===== config.mk =====
export PLATFORM = sky130hd
export DESIGN_NAME = light_peak_window_compressor_top
export DESIGN_NICKNAME = d
export VERILOG_FILES = /design/src/rtl/lpwc_pkg.sv /design/src/rtl/lpwc_track.sv /design/src/rtl/lpwc_encode.sv /design/src/rtl/lpwc_outq.sv /design/src/rtl/light_peak_window_compressor_top.sv
export SDC_FILE = /design/constraint.sdc
export NUM_CORES = 1
export LEC_CHECK = 0
export ABC_AREA = 1
export ABC_CLOCK_PERIOD_IN_PS = 9000
export BUFFER_PORTS_ARGS = -buffer_cell sky130_fd_sc_hd__buf_4
export CORE_MARGIN = 2
export CORE_UTILIZATION = 55
export CTS_BUF_LIST = sky130_fd_sc_hd__clkbuf_2
export CTS_CLUSTER_DIAMETER = 40
export DETAILED_ROUTE_END_ITERATION = 7
export PLACE_DENSITY = 0.73
export SETUP_SLACK_MARGIN = 0.02
export SLEW_MARGIN = 20
export SYNTH_ARGS = -nofsm -noshare
export SYNTH_HDL_FRONTEND = slang
export SYNTH_SLANG_ARGS = --single-unit

===== constraint.sdc =====
create_clock -name clk -period 9 [get_ports clk]
set_input_delay 2.25 -clock clk [delete_from_list [all_inputs] [get_ports clk]]
set_output_delay 2.25 -clock clk [all_outputs]
set_load 0.02 [all_outputs]

===== src/rtl/lpwc_pkg.sv =====
package lpwc_pkg;

    localparam int unsigned OUT_DEPTH_DEF = 4;

    localparam logic [15:0] WINDOW_LENGTH_RESET = 16'd60;

    localparam logic [7:0] CODE_SAT     = 8'hFF;
    localparam logic [7:0] CODE_NAT_MAX = 8'hEF;
    localparam logic [4:0] EXP_MAX      = 5'd15;
    localparam logic [4:0] MANT_BITS    = 5'd4;

    localparam logic KIND_REALTIME = 1'b0;
    localparam logic KIND_PEAK     = 1'b1;

    typedef struct packed {
        logic [23:0] uv_raw;
        logic [23:0] vis_raw;
    } sample_t;

    typedef struct packed {
        logic        kind;
        logic [7:0]  uv_code;
        logic [7:0]  vis_code;
        logic [31:0] timestamp;
        logic        last;
    } result_t;

    // one accepted sample with the context it needs for both results
    typedef struct packed {
        logic [23:0] uv;
        logic [23:0] vis;
        logic [31:0] timestamp;
        logic        close;
        logic [23:0] peak_uv;
        logic [23:0] peak_vis;
    } job_t;

    typedef struct packed {
        result_t rt;
        result_t pk;
        logic    two;
    } enc_t;

endpackage


===== src/rtl/lpwc_track.sv =====
module lpwc_track (
    input  logic           clk,
    input  logic           rst_n,
    input  logic           cfg_we,
    input  logic [15:0]    cfg_data,
    input  logic           accept,
    input  lpwc_pkg::sample_t sample,
    input  logic           advance,
    output logic           job_valid,
    output lpwc_pkg::job_t job
);
    import lpwc_pkg::*;

    logic [15:0] window_length_reg;
    logic [31:0] second_count_reg;
    logic [15:0] window_count_reg;
    logic [23:0] peak_uv_reg;
    logic [23:0] peak_vis_reg;
    logic        job_valid_reg;
    job_t        job_reg;

    logic [15:0] window_count_inc;
    logic        close;
    logic [23:0] peak_uv_new;
    logic [23:0] peak_vis_new;
    job_t        job_next;

    always_comb
    begin
        window_count_inc = window_count_reg + 16'd1;
        close            = (window_count_inc >= window_length_reg);
        peak_uv_new      = (sample.uv_raw > peak_uv_reg) ? sample.uv_raw : peak_uv_reg;
        peak_vis_new     = (sample.vis_raw > peak_vis_reg) ? sample.vis_raw : peak_vis_reg;

        job_next.uv        = sample.uv_raw;
        job_next.vis       = sample.vis_raw;
        job_next.timestamp = second_count_reg;
        job_next.close     = close;
        job_next.peak_uv   = peak_uv_new;
        job_next.peak_vis  = peak_vis_new;
    end

    always_ff @(posedge clk or negedge rst_n)
    begin
        if (!rst_n)
        begin
            window_length_reg <= WINDOW_LENGTH_RESET;
            second_count_reg  <= '0;
            window_count_reg  <= '0;
            peak_uv_reg       <= '0;
            peak_vis_reg      <= '0;
            job_valid_reg     <= 1'b0;
        end
        else
        begin
            if (cfg_we)
            begin
                window_length_reg <= cfg_data;
            end
            if (accept)
            begin
                second_count_reg <= second_count_reg + 32'd1;
                window_count_reg <= close ? 16'd0 : window_count_inc;
                peak_uv_reg      <= close ? 24'd0 : peak_uv_new;
                peak_vis_reg     <= close ? 24'd0 : peak_vis_new;
                job_valid_reg    <= 1'b1;
            end
            else if (advance)
            begin
                job_valid_reg <= 1'b0;
            end
        end
    end

    always_ff @(posedge clk)
    begin
        if (accept)
        begin
            job_reg <= job_next;
        end
    end

    assign job_valid = job_valid_reg;
    assign job       = job_reg;

endmodule


===== src/rtl/lpwc_encode.sv =====
module lpwc_encode (
    input  lpwc_pkg::job_t job,
    output lpwc_pkg::enc_t enc
);
    import lpwc_pkg::*;

    function automatic logic [7:0] clamp_uv(input logic [23:0] v);
        return (v > 24'd255) ? CODE_SAT : v[7:0];
    endfunction

    // 4-bit rounded mantissa over 4-bit exponent
    function automatic logic [7:0] compress_vis(input logic [23:0] v);
        logic [4:0]  bits;
        logic [4:0]  e;
        logic [4:0]  sh;
        logic [4:0]  mpre;
        logic [5:0]  mr;
        logic [3:0]  m;
        logic [7:0]  code;
        bits = 5'd0;
        for (int i = 0; i < 24; i++)
        begin
            if (v[i])
            begin
                bits = 5'(i + 1);
            end
        end
        e    = (bits < MANT_BITS) ? 5'd0 : bits - MANT_BITS;
        sh   = e - 5'd1;
        mpre = 5'(v >> sh);
        mr   = (6'(mpre) + 6'd1) >> 1;
        if (mr[4])
        begin
            m = 4'd8;
            e = e + 5'd1;
        end
        else
        begin
            m = mr[3:0];
        end
        if (bits > (EXP_MAX + MANT_BITS) || e > EXP_MAX)
        begin
            code = CODE_SAT;
        end
        else if (bits <= MANT_BITS)
        begin
            code = {v[3:0], 4'h0};
        end
        else
        begin
            code = {m, e[3:0]};
        end
        // natural all-ones code would read as saturated
        if (code == CODE_SAT && bits <= (EXP_MAX + MANT_BITS) && e <= EXP_MAX)
        begin
            code = CODE_NAT_MAX;
        end
        return code;
    endfunction

    always_comb
    begin
        enc.rt.kind      = KIND_REALTIME;
        enc.rt.uv_code   = clamp_uv(job.uv);
        enc.rt.vis_code  = compress_vis(job.vis);
        enc.rt.timestamp = job.timestamp;
        enc.rt.last      = !job.close;

        enc.pk.kind      = KIND_PEAK;
        enc.pk.uv_code   = clamp_uv(job.peak_uv);
        enc.pk.vis_code  = compress_vis(job.peak_vis);
        enc.pk.timestamp = 32'd0;
        enc.pk.last      = 1'b1;

        enc.two          = job.close;
    end

endmodule


===== src/rtl/lpwc_outq.sv =====
module lpwc_outq #(
    parameter int unsigned DEPTH = lpwc_pkg::OUT_DEPTH_DEF
) (
    input  logic              clk,
    input  logic              rst_n,
    input  logic              push,
    input  lpwc_pkg::enc_t    enc,
    output logic              room,
    output logic              result_valid,
    input  logic              result_stall,
    output lpwc_pkg::result_t result
);
    import lpwc_pkg::*;

    localparam int unsigned PW = (DEPTH > 1) ? $clog2(DEPTH) : 1;
    localparam int unsigned CW = $clog2(DEPTH + 1);

    result_t         mem [DEPTH];
    logic [PW-1:0]   wr_ptr_reg;
    logic [PW-1:0]   rd_ptr_reg;
    logic [CW-1:0]   count_reg;
    logic [PW-1:0]   wr_ptr_inc;
    logic [CW-1:0]   push_n;
    logic            pop;

    function automatic logic [PW-1:0] inc_ptr(input logic [PW-1:0] p);
        return (p == PW'(DEPTH - 1)) ? '0 : p + PW'(1);
    endfunction

    assign wr_ptr_inc   = inc_ptr(wr_ptr_reg);
    assign push_n       = push ? (enc.two ? CW'(2) : CW'(1)) : '0;
    assign pop          = result_valid && !result_stall;
    // space for the worst case of two words per sample
    assign room         = (count_reg <= CW'(DEPTH - 2));
    assign result_valid = (count_reg != '0);
    assign result       = mem[rd_ptr_reg];

    always_ff @(posedge clk or negedge rst_n)
    begin
        if (!rst_n)
        begin
            wr_ptr_reg <= '0;
            rd_ptr_reg <= '0;
            count_reg  <= '0;
        end
        else
        begin
            if (push)
            begin
                wr_ptr_reg <= enc.two ? inc_ptr(wr_ptr_inc) : wr_ptr_inc;
            end
            if (pop)
            begin
                rd_ptr_reg <= inc_ptr(rd_ptr_reg);
            end
            count_reg <= count_reg + push_n - (pop ? CW'(1) : CW'(0));
        end
    end

    always_ff @(posedge clk)
    begin
        if (push)
        begin
            mem[wr_ptr_reg] <= enc.rt;
            if (enc.two)
            begin
                mem[wr_ptr_inc] <= enc.pk;
            end
        end
    end

endmodule


===== src/rtl/light_peak_window_compressor_top.sv =====
// channel | direction | handshake                    | word
// sample  | in        | sample_valid / sample_stall  | uv_raw, vis_raw
// result  | out       | result_valid / result_stall  | kind, uv_code, vis_code, timestamp, last
// config  | in        | cfg_we                       | cfg_data = window_length
//
// One sample per cycle unless sample_stall; a sample closing a window gives two words.
// Path: sample register, then encode into the output queue; result_valid rises
// once the encoded words of an accepted sample are pushed into the queue.
// Result port sets throughput: one word per cycle leaves the queue unless stalled.
// Reset clears counters, maxima and queue; window_length returns to 60.
// result_stall backs up the queue, then the sample register, then sample_stall.
module light_peak_window_compressor_top #(
    parameter int unsigned OUT_DEPTH = lpwc_pkg::OUT_DEPTH_DEF
) (
    input  logic              clk,
    input  logic              rst_n,
    input  logic              cfg_we,
    input  logic [15:0]       cfg_data,
    input  logic              sample_valid,
    output logic              sample_stall,
    input  lpwc_pkg::sample_t sample,
    output logic              result_valid,
    input  logic              result_stall,
    output lpwc_pkg::result_t result
);
    import lpwc_pkg::*;

    logic  accept;
    logic  advance;
    logic  room;
    logic  job_valid;
    job_t  job;
    enc_t  enc;

    assign advance      = job_valid && room;
    assign sample_stall = job_valid && !room;
    assign accept       = sample_valid && !sample_stall;

    lpwc_track u_track (
        .clk       (clk),
        .rst_n     (rst_n),
        .cfg_we    (cfg_we),
        .cfg_data  (cfg_data),
        .accept    (accept),
        .sample    (sample),
        .advance   (advance),
        .job_valid (job_valid),
        .job       (job)
    );

    lpwc_encode u_encode (
        .job (job),
        .enc (enc)
    );

    lpwc_outq #(
        .DEPTH (OUT_DEPTH)
    ) u_outq (
        .clk          (clk),
        .rst_n        (rst_n),
        .push         (advance),
        .enc          (enc),
        .room         (room),
        .result_valid (result_valid),
        .result_stall (result_stall),
        .result       (result)
    );

endmodule


=== Word level (Yosys, flattened, before mapping) ===
Memories as Yosys holds them, arrays and structs flattened.
Index checks and enable logic that the tools add are counted.

* Bits in writable memories: 200
* Memories kept: 1
* Logic and storage cells: 153
* Flip-flop bits (word level): 249
* Memory bits (read-only): 0
* Bits in latches: 0

* Bitwise logic cells: 0
* Multiplexer cells: 81
* Reductions and logical operators: 16
* Add/sub/neg operators: 15
* Eq/ne operators: 5
* Order comparisons: 18
* Div/mod/pow operators: 0
* Shift-type cells: 2
* $mul: 0

{| class="wikitable"
|+ Memory list
! memory !! depth !! width !! read ports !! clocked after Yosys merged registers in !! write ports !! RTL line !! text
|-
| u_outq.mem || 4 || 50 || 1 || 0 || 2 || lpwc_outq.sv:18 || <nowiki>result_t mem [DEPTH];</nowiki>
|}

{| class="wikitable"
|+ Operator list
! kind !! count
|-
| 2-to-1 mux 5 bit || 36
|-
| 2-to-1 mux 24 bit || 4
|-
| 2-to-1 mux 8 bit || 8
|-
| greater-than comparator 24 bit || 2
|-
| greater-than comparator 24 x 8 -> 1 bit (second input constant) || 2
|-
| right shift 24 x 5 -> 5 bit || 2
|-
| 2-to-1 mux 4 bit || 10
|-
| adder 32 x 1 -> 32 bit (second input constant) || 1
|-
| adder 16 x 1 -> 16 bit (second input constant) || 1
|-
| == test 8 bit (second input constant) || 2
|-
| >= comparator 16 bit || 1
|-
| 2-to-1 mux 16 bit || 1
|-
| 2-to-1 mux 3 bit || 5
|-
| 2-to-1 mux 2 bit || 7
|-
| adder 5 x 1 -> 6 bit (second input constant) || 2
|-
| adder 5 x 1 -> 5 bit (second input constant) || 2
|-
| greater-than comparator 5 x 4 -> 1 bit (second input constant) || 2
|-
| greater-than comparator 5 bit (second input constant) || 2
|-
| <= comparator 5 x 3 -> 1 bit (second input constant) || 2
|-
| <= comparator 5 x 4 -> 1 bit (second input constant) || 2
|-
| <= comparator 5 bit (second input constant) || 2
|-
| less-than comparator 5 x 3 -> 1 bit (second input constant) || 2
|-
| 2-to-1 mux 1 bit || 10
|-
| subtractor 5 x 1 -> 5 bit (second input constant) || 2
|-
| 11 further kinds || 27
|}

=== Depth between registers and ports, before layout ===
Gate-level depths: netlist (run 1).

* Word-level depth: 37
* Gate-level depth with buffers: 49
* Depth with buffers taken out: 45

=== Cells and area by module ===
A second synthesis (run 1) with hierarchy kept.

* Cell total of the unflattened synthesis: 3081
* Area total of the unflattened synthesis: 26251.4 um2

{| class="wikitable"
|+ By module, submodules not included
! module !! instances !! area an instance (um2) !! seq. area each (um2) !! cells each
|-
| lpwc_track || 1 || 11561.1 || 6706.4 || 1176
|-
| lpwc_outq || 1 || 10396.2 || 6180.9 || 1040
|-
| lpwc_encode || 1 || 4262.8 || 0.0 || 858
|-
| light_peak_window_compressor_top || 1 || 31.3 || 0.0 || 7
|}

=== Worst setup path after synthesis (run 1) ===
No wires, ideal clock.

* Path kind: input to register
* From: input port sample_valid
* To: register u_track.job_reg, in the netlist u_track.job[0], enable pin
* Data arrival time: 6.230 ns
* Buffers on the path: 1
* Setup slack: 2.226 ns
* Stages on the path: 3
* Path through: inv_1 > nor2_2 > clkbuf_1

* Longest elaborated chain between the ends: 1

{| class="wikitable"
|+ RTL lines
! item !! RTL line !! text
|-
| from (decl) || light_peak_window_compressor_top.sv:19 || <nowiki>input logic sample_valid,</nowiki>
|-
| logical AND 1 bit || light_peak_window_compressor_top.sv:37 || <nowiki>assign accept = sample_valid && !sample_stall;</nowiki>
|-
| named net accept || light_peak_window_compressor_top.sv:28 || <nowiki>logic accept;</nowiki>
|-
| to (signal assigned) || lpwc_track.sv:79 || <nowiki>job_reg <= job_next;</nowiki>
|-
| to (decl) || lpwc_track.sv:20 || <nowiki>job_t job_reg;</nowiki>
|}

The timed path passes the listed nets, and every way through them passes these cells.
A chain may end at the register's enable or synchronous reset.

==> results of run 1 <==
power breakdown:
part	total [mW]	leakage (nW)	switching [mW]	internal (mW)
sequential	3.36	4.47	0.332	3.03
clock	1.36	0.809	0.834	0.528
combinational	5.08	6.20	3.45	1.63
stage by stage:
stage          hold WS [ns]  setup slack [ns]  util, %  std cells  cell area, µm²
2_1_floorplan         0.414              2.23        -       2718           22700
3_3_place_gp          0.430              2.58     58.6       3257           23900
3_5_place_dp          0.433              2.35     58.6       3257           23900
4_1_cts               0.456              2.40     61.1       3464           25000
5_1_grt               0.486              1.62     61.2       3470           25000
6_report              0.456              2.28     61.2       3470           25000
per-layer routing:
layer | vias up | GRT usage, %
met5 | - | 0
met4 | 0 | 10.7
met3 | 133 | 5.45
met2 | 787 | 41.9
met1 | 9207 | 35.4
li1 | 9524 | -
kinds of logic (layout without fill, tap and decap cells):
family          count (synthesis)  in the layout  share of synthesized area (%)
other cells                     0              6                              0
compound gates                576            576                           13.9
mux                             1              1                         0.0495
xor+xnor                       54             54                           2.08
flops                         449            449                           50.7
fa+ha+maj                      87             87                           4.82
buf+inv                       435            649                           7.41
simple gates                 1116           1116                           21.1
worst min-delay path: cells and delay by family (launching register included):
family | cells | cell delay (ns)
flip-flops | 1 | 0.32
AND/OR/NAND/NOR | 2 | 0.10
layout by cell type (no fill, tap or decap), drive strengths merged, types with 2 or more instances in the layout:
master   Yosys  routed
xnor2       22      22
nand2      590     590
a211oi       3       3
nor3        12      12
nor2       253     253
clkinv       5      27
nand3      189     189
ha          86      86
a31oi        3       3
or2          2       2
edfxtp     193     193
o211ai       6       6
o2111ai      2       2
o22ai      152     152
a31o         2       2
a21oi       50      50
nor4        12      12
o221ai       2       2
dfxtp      136     136
diode        0       6
inv        308     316
o21ai      350     350
dfstp        4       4
xor2        32      32
nand4       58      58
buf         22     129
dfrtp      116     116
clkbuf     100     176
cell type report:
cell class                      instances  area (µm²)  area share, %
Timing Repair Buffer                  129         981           3.93
Inverter                              313        1170           4.71
Tap cell                              532         666           2.67
Clock inverter                         31         153          0.611
Sequential cell                       449       11500           46.2
Multi-Input combinational cell       1834        9570           38.3
Clock buffer                          176         881           3.53
Antenna cell                            6        15.0         0.0601
worst min path at each step:
stage | from | end | slack (ns) | cells after the start
after floorplan | u_outq.mem[1][49] | u_outq.mem[1][49] | 0.41 | 2
after global placement | u_outq.mem[1][49] | u_outq.mem[1][49] | 0.43 | 2
after detailed placement | u_outq.mem[3][49] | u_outq.mem[3][49] | 0.43 | 2
after CTS | u_outq.mem[3][49] | u_outq.mem[3][49] | 0.46 | 2
after global routing | u_outq.mem[2][24] | u_outq.mem[2][24] | 0.49 | 2
final | u_outq.mem[3][49] | u_outq.mem[3][49] | 0.46 | 2
==> metrics, run 1 <==
crit path DAT=approximately 7.6 ns; clk buf depth=3; min-delay worst type=reg -> reg; data required time of the worst path=9.87 ns; Clk Latency, worst-skew pair=roughly 1.1 ns; Avg WL per Cell=around 16 µm; Setup Fix Bufs, Post-CTS=0; clk root buf=clkbuf_2; endpoint class of the critical path=register; reg2reg end=u_outq.mem[3][37]; Routed Antenna Nets=0; Peak supply drop=between 0.6 and 0.7 mV; DR iter-0 viols=1733; cell repeated most along the worst path=nand2_1; max reg flops=200; wl on met1=approximately 25000 µm; Netlist cell types=a little over 50; vias per cell=5.66; Slew headroom=~28%; RePlAce Congestion=0.894; area leader, netlist=edfxtp_1; Area Growth Syn to Fin=9.80%; Mapped Cells=roughly 2700; met3 WL=4690 µm; layout cells sized above 1=between 10% and 20%; P_leak=around 11 nW; Crit Path Category=reg -> reg; Post-Route WL=57100 µm; CTS resizes=0; CP bufs+invs=2; Sink Count=around 450; # rows=74; Crit path depth=24; grt total ovfl=0; pwr dens=392 nW/µm²; Final Cycle Share=74.7%; fin crit period=6.72 ns; worst slew pin tran=1.08 ns; startpoint types=register; Slowest-stage cell, CP=ha_1; sequential element share of the synthesized area=50.7%; CTS Buf Count=111; Max FO, Critical Path=31; share of the synthesized area in the top cell type=between 20 and 30%; Synth Warn #=0; Core Region=roughly 41000 µm²; first-pass GRT wire length=93100 µm; number of buffers inserted by port buffering=between 100 and 150; Worst Clk Skew=roughly 0.085 ns; die area=43000 µm²; CTS tree=done; top-count cell post-synth=nand2_1; die height=a little over 200 µm; CP Capture Point=u_outq.mem[3][37]; fraction of registers with async set/reset=roughly a quarter; RSZ-0062 raised after global routing=false; initial antenna violation count=2; Setup TNS Final=0 ns; fmax=roughly 150 MHz; largest net degree at the start of global routing=201; final hold viol count=0; worst reg2reg path depth=24; Reg2Reg Setup Slack=between 2 and 2.5 ns; Synth top cells by count=nand2_1 (568), o21ai_0 (343), inv_1 (296); I/O pin total=about 120; reg-to-reg startpoint=u_track.job[23]; vias after detailed routing=19700; Critical Path, Cell by Cell=clkinv_1 > nand2_1 > nor2_1 > nand2_1 > nand3_2 > ha_1 > inv_1 > nand3_1 > nand2_1 > o211ai_1 > nand2_1 > nand2_1 > nand2_1 > ha_1 > nand2_1 > nand2_1 > nor2_1 > nand2_1 > o21ai_0 > nor2_2 > nor2_1 > nand3_1 > nand3_1 > nand2_1; gr usage total=26.4%; Max Cap Viol=0; crit-path leading delay family=simple AND/OR/NAND/NOR gates; EDFF count, synth=roughly 190; die width=around 210 µm; clock transition at the registers of the reported paths=0.10 ns; syn avg cell area=8.37 µm²; Synth Net Count=2874; Final Max Tran Viols=0; WL met2=25900 µm; post-synthesis instance area=22700 µm²; most used flip-flop cell after synthesis=edfxtp_1; # hold bufs at CTS=0; largest cells by area after synthesis=edfxtp_1 (25%), dfrtp_1 (13%), dfxtp_1 (12%); Layout fillers=3583; crit path launch=u_track.job[23]; Final #Nets=2994; Yosys reg bits=449; H-tree depth=3; CP max stage delay=1.01 ns; status=completed; setup violators final=0; vias in the first global route=19000; hpwl dp=36800 µm; Design Power=9.80 mW; Highest Signal Layer=met4; Initial Util=a little under three fifths; DR DRC count=0; drt first pass iters=6
Note: power is estimated with default switching activity, not from simulation.
==> inputs of run 2 (changes only) <==
ABC_CLOCK_PERIOD_IN_PS = 5700   (was 9000)
PLACE_DENSITY = 0.76   (was 0.73)
clock period = 5.7 ns   (was 9 ns; I/O delays follow)
==> run 2 against run 1 <==
  * Power grew 59%
  * Critical endpoint is now result[37]
  * Cell count grew 0.26%
  * Sequential cell count is the same
  * Wire length grew 0.42%
  * Cell area grew 0.50%
  * Global-route usage grew 0.28 points
  * Non-clock buffer count grew 13
  * Clock-buffer cell count grew 7
==> metrics, run 2 (same netlist as run 1, synthesis figures left out) <==
status=completed (unchanged); number of buffers inserted by port buffering=120 (unchanged); most common cell after layout, fill and taps aside=nand2_1 (unchanged); worst reg2reg path depth=44 (was 24); CP max stage delay=0.73 ns (was 1.01 ns); # rows=74 (unchanged); sequential power share=34.3% (about the same); drt first pass iters=6 (unchanged); Core Region=40800 µm² (unchanged); cell repeated most along the worst path=buf_4 (was nand2_1); Sw Share=46.8% (was 47.1%); initial antenna violation count=2 (unchanged); worst slew pin tran=1.15 ns (was 1.08 ns); Setup Fix Bufs, Post-CTS=0 (unchanged); Max FO, Critical Path=46 (was 31); Design Power=15.6 mW (was 9.80 mW); Routed Antenna Nets=0 (unchanged); Initial Util=55.7% (unchanged); clock share of power=14.2% (was 13.9%); setup violators final=0 (unchanged); Comb pwr share=51.5% (was 51.8%); clock transition at the registers of the reported paths=0.11 ns (was 0.10 ns); Finished Layout Cells=3479 (was 3470); hpwl dp=37900 µm (was 36800 µm); reg-to-reg startpoint=u_track.job[1] (was u_track.job[23]); Post-Route WL=57400 µm (was 57100 µm); crit-path leading delay family=buffers and inverters (was simple AND/OR/NAND/NOR gates); vias in the first global route=19300 (was 19000); startpoint types=register (unchanged); commonest cells after routing, fill and taps aside=nand2_1 (568), o21ai_0 (343), inv_1 (295) (was nand2_1 (568), o21ai_0 (343), inv_1 (294)); max reg flops=200 (unchanged); placed cell count=3270 (was 3257); Max Cap Viol=0 (unchanged); RePlAce Congestion=0.920 (was 0.894); layout cells sized above 1=13.9% (was 13.5%); vias per cell=5.67 (was 5.66); Final Max Tran Viols=0 (unchanged); crit path DAT=3.77 ns (was 7.59 ns); Crit path depth=5 (was 24); vias after detailed routing=19700 (about the same); Critical Path, Cell by Cell=inv_2 > buf_4 > o21ai_0 > o22ai_1 > buf_4 (was clkinv_1 > nand2_1 > nor2_1 > nand2_1 > nand3_2 > ha_1 > inv_1 > nand3_1 > nand2_1 > o211ai_1 > nand2_1 > nand2_1 > nand2_1 > ha_1 > nand2_1 > nand2_1 > nor2_1 > nand2_1 > o21ai_0 > nor2_2 > nor2_1 > nand3_1 > nand3_1 > nand2_1); Sink Count=449 (unchanged); Psw=7.29 mW (was 4.62 mW); Final #Nets=3006 (was 2994); CTS tree=done (unchanged); Avg WL per Cell=16.5 µm (about the same); Reg2Reg Setup Slack=0.80 ns (was 2.28 ns); Slew headroom=23.4% (was 28.0%); P_leak=11.6 nW (was 11.5 nW); CTS resizes=0 (unchanged); Final Cycle Share=91.1%; data required time of the worst path=4.28 ns (was 9.87 ns); internal power=8.30 mW (was 5.18 mW); final hold viol count=0 (unchanged); Crit Path Category=reg -> out (was reg -> reg); fmax=193 MHz; clk root buf=clkbuf_2 (unchanged); Setup TNS Final=0 ns (unchanged); clk buf depth=3 (unchanged); reg2reg end=u_outq.mem[2][37] (was u_outq.mem[3][37]); Worst Clk Skew=0.191 ns (was 0.0854 ns); pwr dens=621 nW/µm² (was 392 nW/µm²); RSZ-0062 raised after global routing=false (unchanged); H-tree depth=3 (unchanged); first-pass GRT wire length=94400 µm (was 93100 µm); Peak supply drop=0.438 mV (was 0.661 mV); Slowest-stage cell, CP=inv_2 (was ha_1); Clk Latency, worst-skew pair=1.21 ns (was 1.12 ns); fin crit period=5.19 ns; DR DRC count=0 (unchanged); gr usage total=26.6% (was 26.4%); die width=207 µm (unchanged); min-delay worst type=in -> async (was reg -> reg); largest net degree at the start of global routing=200 (was 201); I/O pin total=121 (unchanged); CP bufs+invs=3 (was 2); die area=43000 µm² (unchanged); DR iter-0 viols=1706 (was 1733); die height=207 µm (unchanged); Area Growth Syn to Fin=10.3% (was 9.80%); grt total ovfl=0 (unchanged); # hold bufs at CTS=0 (unchanged); CTS Buf Count=110 (was 111); Layout fillers=3512 (was 3583); endpoint class of the critical path=output pin (was register)
==> run 2: cell count changes in the layout (fill, tap and decap cells not counted) <==
cell,change
buf_4,+13
bufinv_16,+1
clkbuf_2,+7
clkinv_1,-6
clkinv_2,-4
clkinv_4,-1
clkinv_8,+1
diode_2,-1
inv_1,+1
inv_2,-2
inv_6,-1
inv_8,+1
==> run 2: cell type report <==
| class | count | area [µm²] | area share, % |
|---|---|---|---|
| Antenna cell | 5 | 12.5 | 0.0499 |
| Tap cell | 532 | 666 | 2.65 |
| Clock buffer | 183 | 916 | 3.65 |
| Clock inverter | 21 | 146 | 0.583 |
| Inverter | 313 | 1170 | 4.68 |
| Multi-Input combinational cell | 1834 | 9570 | 38.1 |
| Sequential cell | 449 | 11500 | 45.9 |
| Timing Repair Buffer | 142 | 1080 | 4.30 |
==> run 2: power by group through the flow <==
stage	Clock (mW)	Sequential, mW	Combinational, mW
3_5_place_dp	0	5.41	7.94
3_3_place_gp	0	5.36	7.72
2_1_floorplan	0	5.22	5.77
4_1_cts	2.26	5.34	7.96
5_1_grt	2.43	5.47	8.96
6_report	2.21	5.35	8.02
==> run 2: how the worst max path moves through the flow <==
stage / startpoint / endpoint / slack, ns
6_report: u_outq.rd_ptr_reg[0] / result[37] / 0.51
5_1_grt: u_track.job[1] / u_outq.mem[2][37] / 0.13
4_1_cts: u_outq.rd_ptr_reg[0] / result[37] / 0.48
3_5_place_dp: u_track.job[82] / u_outq.mem[0][37] / 0.70
3_3_place_gp: u_track.job[82] / u_outq.mem[3][37] / 0.78
2_1_floorplan: u_track.job[1] / u_outq.mem[1][37] / 1.34
==> run 2: worst register-to-register path, delay by kind of cell, from the launching register on <==
family	cells	cell delay (ns)
and+or+nand+nor	38	2.97
AOI/OAI and AO/OA	2	0.23
DFF	1	0.44
adders and majority gates	2	0.61
buffers and inverters	2	0.52
==> run 2: stage by stage <==
| stage | utilization, % | hold WS, ns | setup slack (ns) | instance area, µm² |
|---|---|---|---|---|
| floorplan | - | 0.414 | 1.34 | 22700 |
| global placement | 58.8 | 0.427 | 0.783 | 24000 |
| detailed placement | 58.8 | 0.435 | 0.701 | 24000 |
| CTS | 61.4 | 0.255 | 0.484 | 25100 |
| global route | 61.5 | 0.287 | 0.131 | 25100 |
| finish | 61.5 | 0.332 | 0.507 | 25100 |
==> run 2: routing by layer <==
metal  part of all wire, %  track usage [%]
met1                    44             35.1
met2                    46             43.5
met3                   7.5             5.57
met4                   2.3             9.85
met5                     0                0
==> inputs of run 3 (changes only) <==
ABC_AREA = not set   (was 1)
==> run 3 against run 2 <==
  * Core utilization grew 1.1 points
  * Clock-buffer cell count is 24 lower
  * Clock power grew 9.5%
  * Fmax shrank 3.9%
  * Area after synthesis rose by 4.4%
  * Power decreased by 3.4%
  * Sequential power up 3%
  * Critical path type is now reg -> reg
  * Critical endpoint is now u_outq.mem[3][37]
  * Highest routed layer is now met5
==> metrics, run 3 <==
Comb pwr share=47.4% (was 51.5%); Setup TNS Final=0 ns (unchanged); endpoint class of the critical path=register (was output pin); Final Max Tran Viols=0 (unchanged); post-synthesis instance area=23700 µm² (was 22700 µm²); # hold bufs at CTS=0 (unchanged); Routed Antenna Nets=0 (unchanged); first-pass GRT wire length=100000 µm (was 94400 µm); drt first pass iters=5 (was 6); Max FO, Critical Path=7 (was 46); commonest cells after routing, fill and taps aside=nand2_1 (434), buf_4 (206), edfxtp_1 (193) (was nand2_1 (568), o21ai_0 (343), inv_1 (295)); sequential power share=36.6% (was 34.3%); worst reg2reg path depth=17 (was 44); Synth Warn #=0 (unchanged); reg2reg end=u_outq.mem[3][37] (was u_outq.mem[2][37]); setup violators final=0 (unchanged); CP bufs+invs=2 (was 3); RSZ-0062 raised after global routing=false (unchanged); Initial Util=55.5% (was 55.7%); Worst Clk Skew=0.0871 ns (was 0.191 ns); die height=212 µm (was 207 µm); EDFF count, synth=193 (unchanged); pwr dens=562 nW/µm² (was 621 nW/µm²); P_leak=11.4 nW (was 11.6 nW); RePlAce Congestion=0.925 (was 0.920); area leader, netlist=edfxtp_1 (unchanged); sequential element share of the synthesized area=48.6% (was 50.7%); final hold viol count=0 (unchanged); worst slew pin tran=1.07 ns (was 1.15 ns); I/O pin total=121 (unchanged); Core Region=42800 µm² (was 40800 µm²); initial antenna violation count=5 (was 2); startpoint types=register (unchanged); most common cell after layout, fill and taps aside=nand2_1 (unchanged); vias after detailed routing=19300 (was 19700); Design Power=15.1 mW (was 15.6 mW); Synth Net Count=2532 (was 2874); Finished Layout Cells=3202 (was 3479); reg-to-reg startpoint=u_track.job[88] (was u_track.job[1]); crit path DAT=6.23 ns (was 3.77 ns); vias in the first global route=19300 (about the same); syn avg cell area=9.99 µm² (was 8.37 µm²); hold path start=u_outq.mem[3][49]; largest net degree at the start of global routing=80 (was 200); FF+latch area=11500 µm² (about the same); Max Cap Viol=0 (unchanged); data required time of the worst path=6.53 ns (was 4.28 ns); Peak supply drop=0.318 mV (was 0.438 mV); clock share of power=16.0% (was 14.2%); CP max stage delay=0.52 ns (was 0.73 ns); Avg WL per Cell=19.5 µm (was 16.5 µm); Hold EP=u_outq.mem[3][49]; Netlist cell types=92 (was 51); CTS Buf Count=112 (was 110); crit-path leading delay family=compound AO/OA/AOI/OAI gates (was buffers and inverters); Crit Path Category=reg -> reg (was reg -> out); Sink Count=449 (unchanged); Mapped Cells=2376 (was 2718); layout cells sized above 1=19.7% (was 13.9%); Area Growth Syn to Fin=12.8% (was 10.3%); CTS tree=done (unchanged); fmax=185 MHz (was 193 MHz); largest cells by area after synthesis=edfxtp_1 (24%), dfrtp_1 (12%), dfxtp_1 (11%) (was edfxtp_1 (25%), dfrtp_1 (13%), dfxtp_1 (12%)); Hold Crit Depth=2; Sw Share=42.0% (was 46.8%); gr usage total=28.3% (was 26.6%); Clk Latency, worst-skew pair=1.14 ns (was 1.21 ns); top-count cell post-synth=nand2_1 (unchanged); min-delay worst type=reg -> reg (was in -> async); fraction of registers with async set/reset=26.7% (unchanged); grt total ovfl=0 (unchanged); Synth top cells by count=nand2_1 (439), edfxtp_1 (193), a21oi_1 (179) (was nand2_1 (568), o21ai_0 (343), inv_1 (296)); multi-input logic area=11200 µm² (was 9570 µm²); # rows=76 (was 74); Final Cycle Share=94.8% (was 91.1%); Critical Path, Cell by Cell=nor4_4 > buf_4 > nand2_1 > a21oi_1 > ha_2 > inv_1 > a31oi_1 > mux2_4 > mux2_4 > or3_1 > o31a_1 > a221oi_4 > or4b_4 > or3_1 > a2111o_1 > o21ai_1 > o221ai_1 (was inv_2 > buf_4 > o21ai_0 > o22ai_1 > buf_4); max reg flops=200 (unchanged); number of buffers inserted by port buffering=120 (unchanged); die area=44800 µm² (was 43000 µm²); Yosys reg bits=449 (unchanged); internal power=8.74 mW (was 8.30 mW); clk buf depth=3 (unchanged); vias per cell=6.02 (was 5.67); die width=212 µm (was 207 µm); Reg2Reg Setup Slack=0.30 ns (was 0.80 ns); clock transition at the registers of the reported paths=0.11 ns (about the same); clk root buf=clkbuf_2 (unchanged); H-tree depth=3 (unchanged); hpwl dp=41400 µm (was 37900 µm); fin crit period=5.40 ns (was 5.19 ns); share of the synthesized area in the top cell type=24.4% (was 25.5%); DR iter-0 viols=1614 (was 1706); placed cell count=2980 (was 3270); Psw=6.32 mW (was 7.29 mW); Final #Nets=2710 (was 3006); DR DRC count=0 (unchanged); status=completed (unchanged); Slowest-stage cell, CP=or4b_4 (was inv_2); Layout fillers=3501 (was 3512); most used flip-flop cell after synthesis=edfxtp_1 (unchanged); Post-Route WL=62400 µm (was 57400 µm); Slew headroom=28.4% (was 23.4%)
==> run 3: worst max path at each step <==
| stage | from | end | slack [ns] | depth (start not counted) |
|---|---|---|---|---|
| after global placement | u_track.job[96] | u_outq.mem[1][37] | 0.28 | 18 |
| after floorplan | u_track.job[92] | u_outq.mem[0][37] | 0.05 | 20 |
| after global routing | u_track.job[7] | u_outq.mem[0][37] | 0.03 | 22 |
| final | u_track.job[88] | u_outq.mem[3][37] | 0.30 | 17 |
| after CTS | u_track.job[85] | u_outq.mem[3][37] | 0.1 | 17 |
| after detailed placement | u_track.job[85] | u_outq.mem[3][37] | 0.11 | 17 |
==> run 3: cell type report <==
class                           instances  share of cell area [%]
Sequential cell                       449                    43.1
Timing Repair Buffer                  207                    5.85
Multi-Input combinational cell       1637                    42.0
Tap cell                              546                    2.55
Clock buffer                          159                    2.97
Clock inverter                         55                    1.49
Antenna cell                            2                  0.0187
Inverter                              147                    2.08
==> run 3: cells by family after synthesis <==
| kind of cell | Yosys count | synth area share, % |
|---|---|---|
| AO/OA/AOI/OAI | 540 | 14.5 |
| XOR/XNOR | 57 | 2.10 |
| adder cells (fa/ha/maj) | 87 | 4.62 |
| buffers and inverters | 290 | 4.71 |
| flip-flops | 449 | 48.6 |
| multiplexers | 159 | 10.3 |
| AND/OR/NAND/NOR | 794 | 15.3 |
==> run 3: timing repair <==
action                                 in CTS  in global routing
endpoints found under the hold margin       0                  0
setup endpoints to repair                   0                 13
resized for setup                           0                 16
setup buffers                               0                  6
==> run 3: power by group through the flow <==
| stage | logic, mW | registers, mW | clock network, mW |
|---|---|---|---|
| after global placement | 6.83 | 5.49 | 0 |
| final | 7.13 | 5.51 | 2.42 |
| after global routing | 7.81 | 5.64 | 2.64 |
| after detailed placement | 6.99 | 5.56 | 0 |
| after floorplan | 5.09 | 5.17 | 0 |
| after CTS | 7.02 | 5.49 | 2.48 |
==> run 3: per-layer routing <==
metal	track usage, %	part of all wire, %
met2	43.4	46
met4	10.4	2.6
met3	7.89	9.4
met5	0	0.074
met1	38.5	42
==> run 3: through the flow <==
stage | hold slack [ns] | setup slack [ns] | util (%) | instance area (µm²)
2_1_floorplan | 0.418 | 0.0500 | - | 23800
3_3_place_gp | 0.427 | 0.277 | 59.4 | 25400
4_1_cts | 0.347 | 0.0971 | 62.2 | 26600
3_5_place_dp | 0.430 | 0.112 | 59.4 | 25400
5_1_grt | 0.352 | 0.0305 | 62.6 | 26800
6_report | 0.448 | 0.298 | 62.6 | 26800
==> run 3: worst min-delay path: stages (launching register included) <==
cell and delay (ns):
dfxtp_1 0.32, nand2_1 0.05, nand2_1 0.04
